===== config.mk =====
export PLATFORM = sky130hd
export DESIGN_NAME = mlfq_thread_scheduler
export DESIGN_NICKNAME = d
export VERILOG_FILES = /design/src/mlfq_pkg.sv /design/src/mlfq_ram.sv /design/src/mlfq_qctl.sv /design/src/mlfq_thread_scheduler.sv
export SDC_FILE = /design/constraint.sdc
export NUM_CORES = 2
export LEC_CHECK = 0
export BUFFER_PORTS_ARGS = -buffer_cell sky130_fd_sc_hd__buf_2
export CORE_ASPECT_RATIO = 0.6
export CORE_MARGIN = 4
export CORE_UTILIZATION = 55
export DETAILED_ROUTE_END_ITERATION = 6
export PLACE_DENSITY = 0.7
export SKIP_LAST_GASP = 1
export SYNTH_ARGS = -nofsm -noshare
export SYNTH_HDL_FRONTEND = slang
export SYNTH_SLANG_ARGS = --single-unit

===== constraint.sdc =====
create_clock -name clk -period 10 [get_ports clk]
set_clock_uncertainty 0.05 [all_clocks]
set_input_delay 1 -clock clk [delete_from_list [all_inputs] [get_ports clk]]
set_output_delay 1 -clock clk [all_outputs]
set_load 0.01 [all_outputs]

===== src/mlfq_pkg.sv =====
// Shared types, codes and default sizes of the multilevel feedback queue scheduler.
package mlfq_pkg;

    localparam int DEF_LEVELS      = 4;
    localparam int DEF_MAX_THREADS = 128;
    localparam int DEF_QUEUE_DEPTH = 128;

    localparam int TID_W     = 7;
    localparam int LVL_OUT_W = 2;
    localparam int TDATA_W   = 16;
    localparam int OUT_PAD_W = TDATA_W - 2 - 1 - TID_W - LVL_OUT_W;

    typedef enum logic [1:0] {
        CMD_ADD   = 2'd0,
        CMD_WAKE  = 2'd1,
        CMD_SCHED = 2'd2,
        CMD_NOP   = 2'd3
    } cmd_t;

    typedef enum logic [1:0] {
        OUTC_TICK  = 2'd0,
        OUTC_YIELD = 2'd1,
        OUTC_EXIT  = 2'd2
    } outcome_t;

    typedef enum logic [1:0] {
        ST_OK   = 2'd0,
        ST_FULL = 2'd1,
        ST_NONE = 2'd2
    } status_t;

    typedef enum logic [1:0] {
        Q_NOP  = 2'd0,
        Q_PUSH = 2'd1,
        Q_POP  = 2'd2
    } q_op_t;

    typedef struct packed {
        logic full;
        logic empty;
    } q_stat_t;

endpackage


===== src/mlfq_ram.sv =====
// Generic single-clock RAM with one write port and one registered read port.
module mlfq_ram #(
    parameter int WIDTH = 8,
    parameter int DEPTH = 16
) (
    input  logic                     clk,
    input  logic                     we,
    input  logic [$clog2(DEPTH)-1:0] waddr,
    input  logic [WIDTH-1:0]         wdata,
    input  logic [$clog2(DEPTH)-1:0] raddr,
    output logic [WIDTH-1:0]         rdata
);

    logic [WIDTH-1:0] mem [DEPTH];

    always_ff @(posedge clk)
    begin
        if (we)
        begin
            mem[waddr] <= wdata;
        end
        rdata <= mem[raddr];
    end

endmodule


===== src/mlfq_qctl.sv =====
// Queue pointer file with one shared pointer increment and address unit.
module mlfq_qctl import mlfq_pkg::*; #(
    parameter int LEVELS      = DEF_LEVELS,
    parameter int QUEUE_DEPTH = DEF_QUEUE_DEPTH
) (
    input  logic                                  clk,
    input  logic                                  rst_n,
    input  q_op_t                                 op,
    input  logic [$clog2(LEVELS)-1:0]             lvl,
    output logic [$clog2(LEVELS*QUEUE_DEPTH)-1:0] addr,
    output q_stat_t                               stat,
    output logic [LEVELS-1:0]                     nonempty
);

    localparam int PTR_W = $clog2(QUEUE_DEPTH);
    localparam int CNT_W = $clog2(QUEUE_DEPTH + 1);
    localparam int QA_W  = $clog2(LEVELS * QUEUE_DEPTH);

    logic [PTR_W-1:0] head_reg  [LEVELS];
    logic [PTR_W-1:0] tail_reg  [LEVELS];
    logic [CNT_W-1:0] count_reg [LEVELS];

    logic [PTR_W-1:0] ptr_sel;
    logic [PTR_W-1:0] ptr_next;
    logic [CNT_W-1:0] count_sel;
    logic [CNT_W-1:0] count_next;
    logic             do_push;
    logic             do_pop;

    always_comb
    begin
        for (int i = 0; i < LEVELS; i++)
        begin
            nonempty[i] = (count_reg[i] != '0);
        end
    end

    assign count_sel  = count_reg[lvl];
    assign stat.full  = (count_sel == CNT_W'(QUEUE_DEPTH));
    assign stat.empty = (count_sel == '0);
    assign do_push    = (op == Q_PUSH) && !stat.full;
    assign do_pop     = (op == Q_POP) && !stat.empty;

    assign ptr_sel  = (op == Q_PUSH) ? tail_reg[lvl] : head_reg[lvl];
    assign ptr_next = (ptr_sel == PTR_W'(QUEUE_DEPTH - 1)) ? '0 : ptr_sel + 1'b1;
    assign addr     = QA_W'(lvl) * QA_W'(QUEUE_DEPTH) + QA_W'(ptr_sel);

    always_comb
    begin
        count_next = count_sel;
        if (do_push)
        begin
            count_next = count_sel + 1'b1;
        end
        else if (do_pop)
        begin
            count_next = count_sel - 1'b1;
        end
    end

    always_ff @(posedge clk or negedge rst_n)
    begin
        if (!rst_n)
        begin
            for (int i = 0; i < LEVELS; i++)
            begin
                head_reg[i]  <= '0;
                tail_reg[i]  <= '0;
                count_reg[i] <= '0;
            end
        end
        else
        begin
            if (do_push)
            begin
                tail_reg[lvl] <= ptr_next;
            end
            if (do_pop)
            begin
                head_reg[lvl] <= ptr_next;
            end
            count_reg[lvl] <= count_next;
        end
    end

endmodule


===== src/mlfq_thread_scheduler.sv =====
// Top level of the multilevel feedback queue thread scheduler.
//
// Commands enter on the s_axis channel, one beat per command; each command
// returns exactly one result beat on the m_axis channel.
// Add queues a thread at level 0, wake queues it at its stored level, and
// schedule retires the running head (drop, rotate or demote by outcome) and
// then reports the head of the highest-priority non-empty queue.
// A small sequencer runs each command through the queue pointer unit, the
// queue RAM and the thread level RAM, one access per cycle, in these steps:
//   add: level write, push; wake: level read, push; schedule: pop, retire,
//   push on rotate or demote, scan, head read (none if no thread is ready);
//   with no running thread, schedule starts at the scan; invalid id or
//   no-op goes straight to the result register.
// The input is not ready while a command is in flight; a new command is
// taken while a finished result still waits in the output register.
// A stalled receiver holds the result and, once the next command finishes,
// holds the sequencer until the output register frees.
// Reset empties every queue and clears the running thread; queue and level
// RAM contents are not cleared and need no clearing pass.
module mlfq_thread_scheduler import mlfq_pkg::*; #(
    parameter int LEVELS      = DEF_LEVELS,
    parameter int MAX_THREADS = DEF_MAX_THREADS,
    parameter int QUEUE_DEPTH = DEF_QUEUE_DEPTH
) (
    input  logic               clk,
    input  logic               rst_n,
    input  logic               s_axis_tvalid,
    output logic               s_axis_tready,
    input  logic [TDATA_W-1:0] s_axis_tdata,  // cmd[1:0], thread_id[8:2], outcome[10:9]
    output logic               m_axis_tvalid,
    input  logic               m_axis_tready,
    output logic [TDATA_W-1:0] m_axis_tdata   // status_code[1:0], next_valid[2],
                                              // next_thread[9:3], next_level[11:10]
);

    localparam int LVL_W = $clog2(LEVELS);
    localparam int TL_AW = $clog2(MAX_THREADS);
    localparam int QA_W  = $clog2(LEVELS * QUEUE_DEPTH);
    localparam logic [LVL_W-1:0] LAST_LVL = LVL_W'(LEVELS - 1);

    typedef enum logic [2:0] {
        S_IDLE,
        S_LVL_RD,
        S_PUSH,
        S_POP,
        S_RETIRE,
        S_SCAN,
        S_SCAN_RD,
        S_DONE
    } state_t;

    state_t             state_reg,      state_next;
    cmd_t               cmd_reg,        cmd_next;
    logic [1:0]         outcome_reg,    outcome_next;
    logic [TID_W-1:0]   id_reg,         id_next;
    logic [LVL_W-1:0]   lvl_reg,        lvl_next;
    status_t            status_reg,     status_next;
    logic               found_reg,      found_next;
    logic               run_valid_reg,  run_valid_next;
    logic [LVL_W-1:0]   run_lvl_reg,    run_lvl_next;
    logic               out_valid_reg,  out_valid_next;
    logic [TDATA_W-1:0] out_data_reg,   out_data_next;

    cmd_t             in_cmd;
    logic [TID_W-1:0] in_tid;
    logic [1:0]       in_outcome;
    logic             in_tid_ok;
    logic             ret_tid_ok;

    q_op_t             q_op;
    logic [LVL_W-1:0]  q_lvl;
    logic [QA_W-1:0]   q_addr;
    q_stat_t           q_stat;
    logic [LEVELS-1:0] q_nonempty;
    logic              qram_we;
    logic [TID_W-1:0]  q_rdata;

    logic              tl_we;
    logic [TL_AW-1:0]  tl_addr;
    logic [LVL_W-1:0]  tl_wdata;
    logic [LVL_W-1:0]  tl_rdata;

    logic              scan_hit;
    logic [LVL_W-1:0]  scan_lvl;
    logic [TDATA_W-1:0] out_pack;

    assign in_cmd     = cmd_t'(s_axis_tdata[1:0]);
    assign in_tid     = s_axis_tdata[8:2];
    assign in_outcome = s_axis_tdata[10:9];
    assign in_tid_ok  = (32'(in_tid) < 32'(MAX_THREADS));
    assign ret_tid_ok = (32'(q_rdata) < 32'(MAX_THREADS));

    mlfq_qctl #(
        .LEVELS      (LEVELS),
        .QUEUE_DEPTH (QUEUE_DEPTH)
    ) u_qctl (
        .clk      (clk),
        .rst_n    (rst_n),
        .op       (q_op),
        .lvl      (q_lvl),
        .addr     (q_addr),
        .stat     (q_stat),
        .nonempty (q_nonempty)
    );

    mlfq_ram #(
        .WIDTH (TID_W),
        .DEPTH (LEVELS * QUEUE_DEPTH)
    ) u_queue_ram (
        .clk   (clk),
        .we    (qram_we),
        .waddr (q_addr),
        .wdata (id_reg),
        .raddr (q_addr),
        .rdata (q_rdata)
    );

    mlfq_ram #(
        .WIDTH (LVL_W),
        .DEPTH (MAX_THREADS)
    ) u_level_ram (
        .clk   (clk),
        .we    (tl_we),
        .waddr (tl_addr),
        .wdata (tl_wdata),
        .raddr (tl_addr),
        .rdata (tl_rdata)
    );

    always_comb
    begin
        scan_hit = 1'b0;
        scan_lvl = '0;
        for (int i = LEVELS - 1; i >= 0; i--)
        begin
            if (q_nonempty[i])
            begin
                scan_hit = 1'b1;
                scan_lvl = LVL_W'(i);
            end
        end
    end

    assign out_pack = {OUT_PAD_W'(0),
                       found_reg ? LVL_OUT_W'(lvl_reg) : LVL_OUT_W'(0),
                       found_reg ? id_reg : TID_W'(0),
                       found_reg,
                       status_reg};

    always_comb
    begin
        state_next     = state_reg;
        cmd_next       = cmd_reg;
        outcome_next   = outcome_reg;
        id_next        = id_reg;
        lvl_next       = lvl_reg;
        status_next    = status_reg;
        found_next     = found_reg;
        run_valid_next = run_valid_reg;
        run_lvl_next   = run_lvl_reg;
        out_valid_next = out_valid_reg;
        out_data_next  = out_data_reg;
        q_op           = Q_NOP;
        q_lvl          = lvl_reg;
        qram_we        = 1'b0;
        tl_we          = 1'b0;
        tl_addr        = TL_AW'(in_tid);
        tl_wdata       = '0;

        if (out_valid_reg && m_axis_tready)
        begin
            out_valid_next = 1'b0;
        end

        case (state_reg)
            S_IDLE:
            begin
                if (s_axis_tvalid)
                begin
                    cmd_next     = in_cmd;
                    id_next      = in_tid;
                    outcome_next = in_outcome;
                    status_next  = ST_OK;
                    found_next   = 1'b0;
                    lvl_next     = '0;
                    case (in_cmd)
                        CMD_ADD:
                        begin
                            if (in_tid_ok)
                            begin
                                tl_we      = 1'b1;
                                state_next = S_PUSH;
                            end
                            else
                            begin
                                state_next = S_DONE;
                            end
                        end
                        CMD_WAKE:
                        begin
                            state_next = in_tid_ok ? S_LVL_RD : S_DONE;
                        end
                        CMD_SCHED:
                        begin
                            q_lvl = run_lvl_reg;
                            if (run_valid_reg && !q_stat.empty)
                            begin
                                lvl_next   = run_lvl_reg;
                                state_next = S_POP;
                            end
                            else
                            begin
                                state_next = S_SCAN;
                            end
                        end
                        default:
                        begin
                            state_next = S_DONE;
                        end
                    endcase
                end
            end
            S_LVL_RD:
            begin
                lvl_next   = (32'(tl_rdata) >= 32'(LEVELS)) ? LAST_LVL : tl_rdata;
                state_next = S_PUSH;
            end
            S_PUSH:
            begin
                if (q_stat.full)
                begin
                    status_next = ST_FULL;
                end
                else
                begin
                    q_op    = Q_PUSH;
                    qram_we = 1'b1;
                end
                state_next = (cmd_reg == CMD_SCHED) ? S_SCAN : S_DONE;
            end
            S_POP:
            begin
                q_op       = Q_POP;
                state_next = S_RETIRE;
            end
            S_RETIRE:
            begin
                id_next = q_rdata;
                if (outcome_reg >= 2'(OUTC_EXIT))
                begin
                    state_next = S_SCAN;
                end
                else if (outcome_reg == 2'(OUTC_YIELD) || lvl_reg == LAST_LVL)
                begin
                    state_next = S_PUSH;
                end
                else
                begin
                    lvl_next = lvl_reg + 1'b1;
                    if (ret_tid_ok)
                    begin
                        tl_we    = 1'b1;
                        tl_addr  = TL_AW'(q_rdata);
                        tl_wdata = lvl_reg + 1'b1;
                    end
                    state_next = S_PUSH;
                end
            end
            S_SCAN:
            begin
                q_lvl = scan_lvl;
                if (scan_hit)
                begin
                    run_valid_next = 1'b1;
                    run_lvl_next   = scan_lvl;
                    lvl_next       = scan_lvl;
                    found_next     = 1'b1;
                    state_next     = S_SCAN_RD;
                end
                else
                begin
                    run_valid_next = 1'b0;
                    if (status_reg == ST_OK)
                    begin
                        status_next = ST_NONE;
                    end
                    state_next = S_DONE;
                end
            end
            S_SCAN_RD:
            begin
                id_next    = q_rdata;
                state_next = S_DONE;
            end
            S_DONE:
            begin
                if (!out_valid_reg || m_axis_tready)
                begin
                    out_valid_next = 1'b1;
                    out_data_next  = out_pack;
                    state_next     = S_IDLE;
                end
            end
            default:
            begin
                state_next = S_IDLE;
            end
        endcase
    end

    always_ff @(posedge clk or negedge rst_n)
    begin
        if (!rst_n)
        begin
            state_reg     <= S_IDLE;
            cmd_reg       <= CMD_NOP;
            outcome_reg   <= '0;
            id_reg        <= '0;
            lvl_reg       <= '0;
            status_reg    <= ST_OK;
            found_reg     <= 1'b0;
            run_valid_reg <= 1'b0;
            run_lvl_reg   <= '0;
            out_valid_reg <= 1'b0;
            out_data_reg  <= '0;
        end
        else
        begin
            state_reg     <= state_next;
            cmd_reg       <= cmd_next;
            outcome_reg   <= outcome_next;
            id_reg        <= id_next;
            lvl_reg       <= lvl_next;
            status_reg    <= status_next;
            found_reg     <= found_next;
            run_valid_reg <= run_valid_next;
            run_lvl_reg   <= run_lvl_next;
            out_valid_reg <= out_valid_next;
            out_data_reg  <= out_data_next;
        end
    end

    assign s_axis_tready = (state_reg == S_IDLE);
    assign m_axis_tvalid = out_valid_reg;
    assign m_axis_tdata  = out_data_reg;

endmodule


# Word level (Yosys, flattened, before mapping)
# Memories as Yosys holds them, arrays and structs flattened. A register that Yosys moved wholly into a read port is not among the register bits.
# Index checks and enable logic that the tools add are counted.
# totals
out_inout_bits	18
in_bits	20
latch_bits	0
mem_bits_ro	0
mem_count	2
mem_bits_rw	3840
reg_bits	123
elab_cells	170
# mem_list
name	words	width	rd	rd_clocked_by_memory_dff	wr	line_no	text
u_queue_ram.mem	512	7	1	1	1	mlfq_ram.sv:14	logic [WIDTH-1:0] mem [DEPTH];
u_level_ram.mem	128	2	1	1	1	mlfq_ram.sv:14	
# classes
n_mul	0
n_div	0
reduce_logical	31
bitwise	1
n_lt_le_gt_ge	3
muxes	81
n_eq_ne	24
n_shift	0
n_addsub	5
# op_table
operator	n
2-to-1 mux 7 bit	12
bitwise mux 28 bit	2
2-to-1 mux 2 bit	21
2-to-1 mux 8 bit	5
bitwise mux 32 bit	1
nonzero test 8 bit	4
binary-select mux 7 bit (select 2 bit)	2
one-hot mux 3 bit (8 select lines)	1
2-to-1 mux 1 bit	22
binary-select mux 8 bit (select 2 bit)	1
demux 8 bit (select 2 bit)	1
demux 7 bit (select 2 bit)	1
inequality test 2 bit, second input constant	7
one-hot mux 7 bit (2 select lines)	1
== test 3 bit, second input constant	4
2-to-1 mux 3 bit	4
AND reduction 2 bit	5
AND reduction 5 bit	2
adder 9 x 7 -> 9 bit	1
one-hot mux 3 bit (3 select lines)	1
adder 8 x 1 -> 8 bit, second input constant	1
== test 2 bit, second input constant	4
== test 8 bit, second input constant	1
logical NOT 8 bit	1
26 further kinds	40

# Longest topological paths before layout
# logic_depth
word_depth	18
depth_mapped	30
depth_no_buf	20

# Modules after synthesis
# Synthesis repeated with hierarchy kept, for this count alone.
# unflattened
hier_cells	8393
area_unflattened_um2	158512.0
# modules_own_cells
module	cells_each	instances	area_each_um2
mlfq_ram (u_queue_ram)	7154	1	141324.3
mlfq_ram (u_level_ram)	611	1	10612.7
mlfq_qctl	422	1	4638.2
mlfq_thread_scheduler	206	1	1936.9

# Least setup slack after synthesis
# Ideal clock, no wire load.
# synth_path
path_kind	register -> register
startpoint	register id_reg[0]
endpoint	memory u_queue_ram.mem[0][0] in the netlist's numbering, data pin
path_stages_with_launch	1
setup_time_ps	1408
slack_ps	2464
required_time_ps	8542
arrival_time_ps	6079
path_buffers	0
path_cell_list	dfrtp_1
# synth_lines
element	line_no	text
start: declaration	mlfq_thread_scheduler.sv:55	logic [TID_W-1:0] id_reg, id_next;
start signal: assignment	mlfq_thread_scheduler.sv:332	id_reg <= id_next;
end: declaration	mlfq_ram.sv:14	
# No word-level cell before the write port.

# Worst setup path in the final report
# layout_path
startpoint	register u_qctl.count_reg[11] in the netlist's numbering
endpoint	register u_queue_ram.rdata[6] (read register of u_queue_ram.mem)
# layout_between
elab_chain_len	15
# layout_rtl
element	line_no	text
start: declaration	mlfq_qctl.sv:21	logic [CNT_W-1:0] count_reg [LEVELS];
start signal: indexed assignment	mlfq_qctl.sv:82	count_reg[lvl] <= count_next;
nonzero test 8 bit	mlfq_qctl.sv:34	nonempty[i] = (count_reg[i] != '0);
2-to-1 mux 2 bit (3 in a row)	mlfq_thread_scheduler.sv:136	if (q_nonempty[i])
one-hot mux 2 bit (2 select lines)	mlfq_thread_scheduler.sv:175	case (state_reg)
NOT 2 -> 3 bit (implied by the code)	mlfq_qctl.sv:38, mlfq_qctl.sv:44	
binary-select mux 8 bit (select 2 bit)	mlfq_qctl.sv:38	assign count_sel = count_reg[lvl];
2-to-1 mux 8 bit (implied by the code) (2 in a row)	mlfq_qctl.sv:38	
== test 8 bit	mlfq_qctl.sv:39	assign stat.full = (count_sel == CNT_W'(QUEUE_DEPTH));
2-to-1 mux 1 bit	mlfq_thread_scheduler.sv:230	if (q_stat.full)
one-hot mux 2 bit (2 select lines)	mlfq_thread_scheduler.sv:175	
== test 2 x 1 -> 1 bit	mlfq_qctl.sv:44	assign ptr_sel = (op == Q_PUSH) ? tail_reg[lvl] : head_reg[lvl];
2-to-1 mux 7 bit	mlfq_qctl.sv:44	
adder 9 x 7 -> 9 bit (*)	mlfq_qctl.sv:46	assign addr = QA_W'(lvl) * QA_W'(QUEUE_DEPTH) + QA_W'(ptr_sel);
end: declaration	mlfq_ram.sv:11	output logic [WIDTH-1:0] rdata
# Mark *: on every way between the ends. The rest lies on a longest branch, timed or not. The select of a mux whose other input is x is not followed.
# A chain may end at the register's enable or synchronous reset.

==> results.sh <==
export IMPL_start_util=0.554
export IMPL_wl_per_cell_um=30.1
export IMPL_crit_path_end_kind="register"
export IMPL_post_cts_buffers=0
export IMPL_synth_distinct_cells=92
export IMPL_cts_root_buffer="clkbuf_16"
export IMPL_power_frac_seq=0.325
export IMPL_synth_xor_area_frac=0.000606
export IMPL_ios=38
export IMPL_ant_nets=0
export IMPL_grt_pass1_vias=99200
export IMPL_outcome="finished with violations"
export IMPL_synthArstFlopShare=0.0310
export IMPL_synth_simple_area_share=0.160
export IMPL_r2r_end="u_queue_ram.rdata[6]$_DFF_P_"
export IMPL_drive_above_1_share=0.0849
export IMPL_slew_violations=9
export IMPL_synth_top_family_by_area="simple AND/OR/NAND/NOR gates"
export IMPL_nets=12300
export IMPL_ys_ff_latch=3972
export IMPL_finalSetupViolCount=0
export IMPL_crit_required_ps=10710
export IMPL_dpl_hpwl_mm=303
export IMPL_coreArea_um2=287000
export IMPL_p_int_mw=35.5
export IMPL_antenna_found_initial=35
export IMPL_layout_commonest_cell="edfxtp_1"
export IMPL_ctsHoldBuffers=0
export IMPL_die_h_um=425
export IMPL_cts_buffers=344
export IMPL_critPathArrivalTime_ps=10030
export IMPL_r2r_slack_ps=680
export IMPL_seq_area_frac_synth=0.745
export IMPL_synth_compound_area_frac=0.0535
export IMPL_synthMuxAreaShare=0.0166
export IMPL_fp_dieW_um=702
export IMPL_dp_slack_ps=346
export IMPL_die_area_um2=298000
export IMPL_r2r_start="u_qctl.count_reg[11]$_DFFE_PN0P_"
export IMPL_synth_ff_type="edfxtp_1"
export IMPL_synthToLayoutAreaGrowth_pct=10.6
export IMPL_p_sw_frac=0.455
export IMPL_synth_edf_count=3840
export IMPL_gp_congestion=0.988
export IMPL_synth_area_um2=159000
export IMPL_grt_usage=0.324
export IMPL_firstDrtPassIters=7
export IMPL_clk_latency_ps=940
export IMPL_grtUsageMet1=0.480
export IMPL_worstHoldPathType="in -> async"
export IMPL_final_cell_mix="edfxtp_1, nand2_1, nand3_1"
export IMPL_max_vdd_ir_drop_uv=440
export IMPL_holdWs_ps=75.1
export IMPL_grt_pass1_wl_mm=703
export IMPL_leakage_nw=59.4
export IMPL_largest_register_ffs=3584
export IMPL_rows=152
export IMPL_power_frac_clock=0.208
export IMPL_grt_max_degree=204
export IMPL_routed_wl_mm=494
export IMPL_p_per_area_nw_per_um2=370
export IMPL_period_share=0.932
export IMPL_use_met3=0.143
export IMPL_cts_tree="built"
export IMPL_synth_area_per_cell_um2=12.9
export IMPL_grt_busiest_layer="met1"
export IMPL_max_slew_margin=-0.0636
export IMPL_design_area_um2=176000
export IMPL_setup_ws_ps=676
export IMPL_reg2reg_depth=22
export IMPL_vias=108000
export IMPL_p_total_mw=65.2
export IMPL_grt_ovfl_total=0
export IMPL_crit_type="reg -> reg"
export IMPL_placed_area_um2=165000
export IMPL_synth_yosys_warnings=0
export IMPL_dr_first_iter_drc_count=21000
export IMPL_cap_violations=5
export IMPL_cts_repair_resized=0
export IMPL_htree_levels=5
export IMPL_cts_max_path_buffers=4
export IMPL_fin_setup_tns_ps=0
export IMPL_finalHoldViolCount=0
export IMPL_grt_met2_usage=0.421
export IMPL_p_sw_mw=29.7
export IMPL_violations="max-capacitance violations, max-slew violations"
export IMPL_comb_power_share=0.467
export IMPL_crit_fanout=49
export IMPL_via_per_inst=6.60
export IMPL_rsz0062_at_grt="no"
export IMPL_start_kind="register"
export IMPL_fmax_ghz=0.107
export IMPL_finalWorstPathRequiredPeriod_ps=9320
export IMPL_clock_sinks=3972
export IMPL_synth_fa_ha_area_frac=0.000551
export IMPL_clkTransAtPathRegs_ps=70
export IMPL_port_buffers=28
export IMPL_synthCells=12300
export IMPL_max_slew_worst_pin_slew_ps=1590
export IMPL_drc_errors=0
-- layout make-up --
type | count | area [um2]
clock buffer | 420 | 9130
clock inverter | 188 | 1950
multi-input combinational | 7501 | 37300
inverter | 19 | 86.3
antenna | 17 | 42.5
tap | 3850 | 4820
timing repair buffer | 449 | 4050
fill | 21000 | 111000
sequential | 3972 | 119000
-- cells in the mapped netlist, types with 7 or more instances --
master     number  area, um2
a2111oi_0      17        149
a211oi_1        9       67.6
a21oi_1       270       1350
a221oi_1       26        228
a222oi_1       15        150
a22o_1         26        228
a22oi_1       126        946
a311oi_1       62        543
a31oi_1       227       1420
a32o_1         16        160
a32oi_1       153       1340
and2_1         16        100
and3_1        133        832
buf_1         171        642
buf_2         319       1600
buf_4          13       97.6
clkbuf_1      327       1230
dfrtp_1       121       3030
dfxtp_1         9        180
edfxtp_1     3840     115000
ha_1            7       87.6
inv_1          17       63.8
mux2_2         46        518
mux2i_1       207       2070
nand2_1      3444      12900
nand2b_1       13       81.3
nand3_1      1242       6220
nand3b_1       10       75.1
nand4_1       228       1430
nor2_1        697       2620
nor3_1         87        435
nor4_1         59        369
o2111ai_1      15        131
o211ai_1       10       75.1
o21ai_0       139        696
o21ai_1        11       55.1
o22ai_1        64        400
or3_1           8       50.1
xnor2_1        10       87.6
-- worst max path at each step --
stage	startpoint	end	slack, ps	depth (start not counted)
after global routing	u_qctl.count_reg[11]$_DFFE_PN0P_	u_queue_ram.rdata[3]$_DFF_P_	620	20
after global placement	s_axis_tvalid	u_queue_ram.rdata[3]$_DFF_P_	450	23
after detailed placement	s_axis_tvalid	u_queue_ram.rdata[3]$_DFF_P_	350	23
after CTS	state_reg[0]$_DFFE_PN0P_	u_queue_ram.rdata[3]$_DFF_P_	690	22
after floorplan	id_reg[0]$_DFFE_PN0P_	u_queue_ram.mem[0][0]$_DFFE_PP_	2460	0
final	u_qctl.count_reg[11]$_DFFE_PN0P_	u_queue_ram.rdata[6]$_DFF_P_	680	22
-- metal layers --
metal | part of all wire | routed length (um) | vias to the layer above
met5 | 0.0014 | 713 | -
met4 | 0.039 | 19300 | 37
met3 | 0.18 | 89900 | 1170
met2 | 0.40 | 195000 | 8693
met1 | 0.38 | 188000 | 53100
li1 | - | - | 45300
-- power groups by stage --
stage	clock [mW]	sequential, mW	combinational [mW]
finish	13.6	21.2	30.4
global route	14.3	21.2	31.6
CTS	13.6	21.2	29.1
detailed placement	0	21.5	28.9
global placement	0	21.5	28.3
floorplan	0	23.1	15.7
-- stage by stage --
step | util | std cells
2_1_floorplan | - | 12300
3_3_place_gp | 0.574 | 15800
3_5_place_dp | 0.574 | 15800
4_1_cts | 0.613 | 16400
5_1_grt | 0.613 | 16400
6_report | 0.613 | 16400
-- cell families (layout without fill, tap and decap cells) --
group / count (synthesis) / count (layout)
other: 1 / 21
xor gates and xnor gates: 11 / 11
AOI/OAI and AO/OA: 1246 / 1246
DFF: 3972 / 3972
and+or+nand+nor: 5977 / 5977
buffers and inverters: 857 / 1076
adders and majority gates: 7 / 7
muxes: 256 / 256
-- critical path, cell delays in order, from the launching register on --
cell       delay (ps)
dfrtp_1           400
nor4_1            830
nand2_1           210
o21ai_1           480
a21o_1            960
nand3_1           190
o21ai_1           300
ha_1              340
o31a_1            230
o211ai_2          380
a221o_4           840
inv_8             610
buf_12            340
buf_12            200
buf_4             260
mux2i_1           220
a2111oi_0         120
a211oi_1          490
o21ai_0           170
nor4_1            630
buf_4             250
and4b_1           260
nand4_1            90
(Power assumes the default switching activity.)
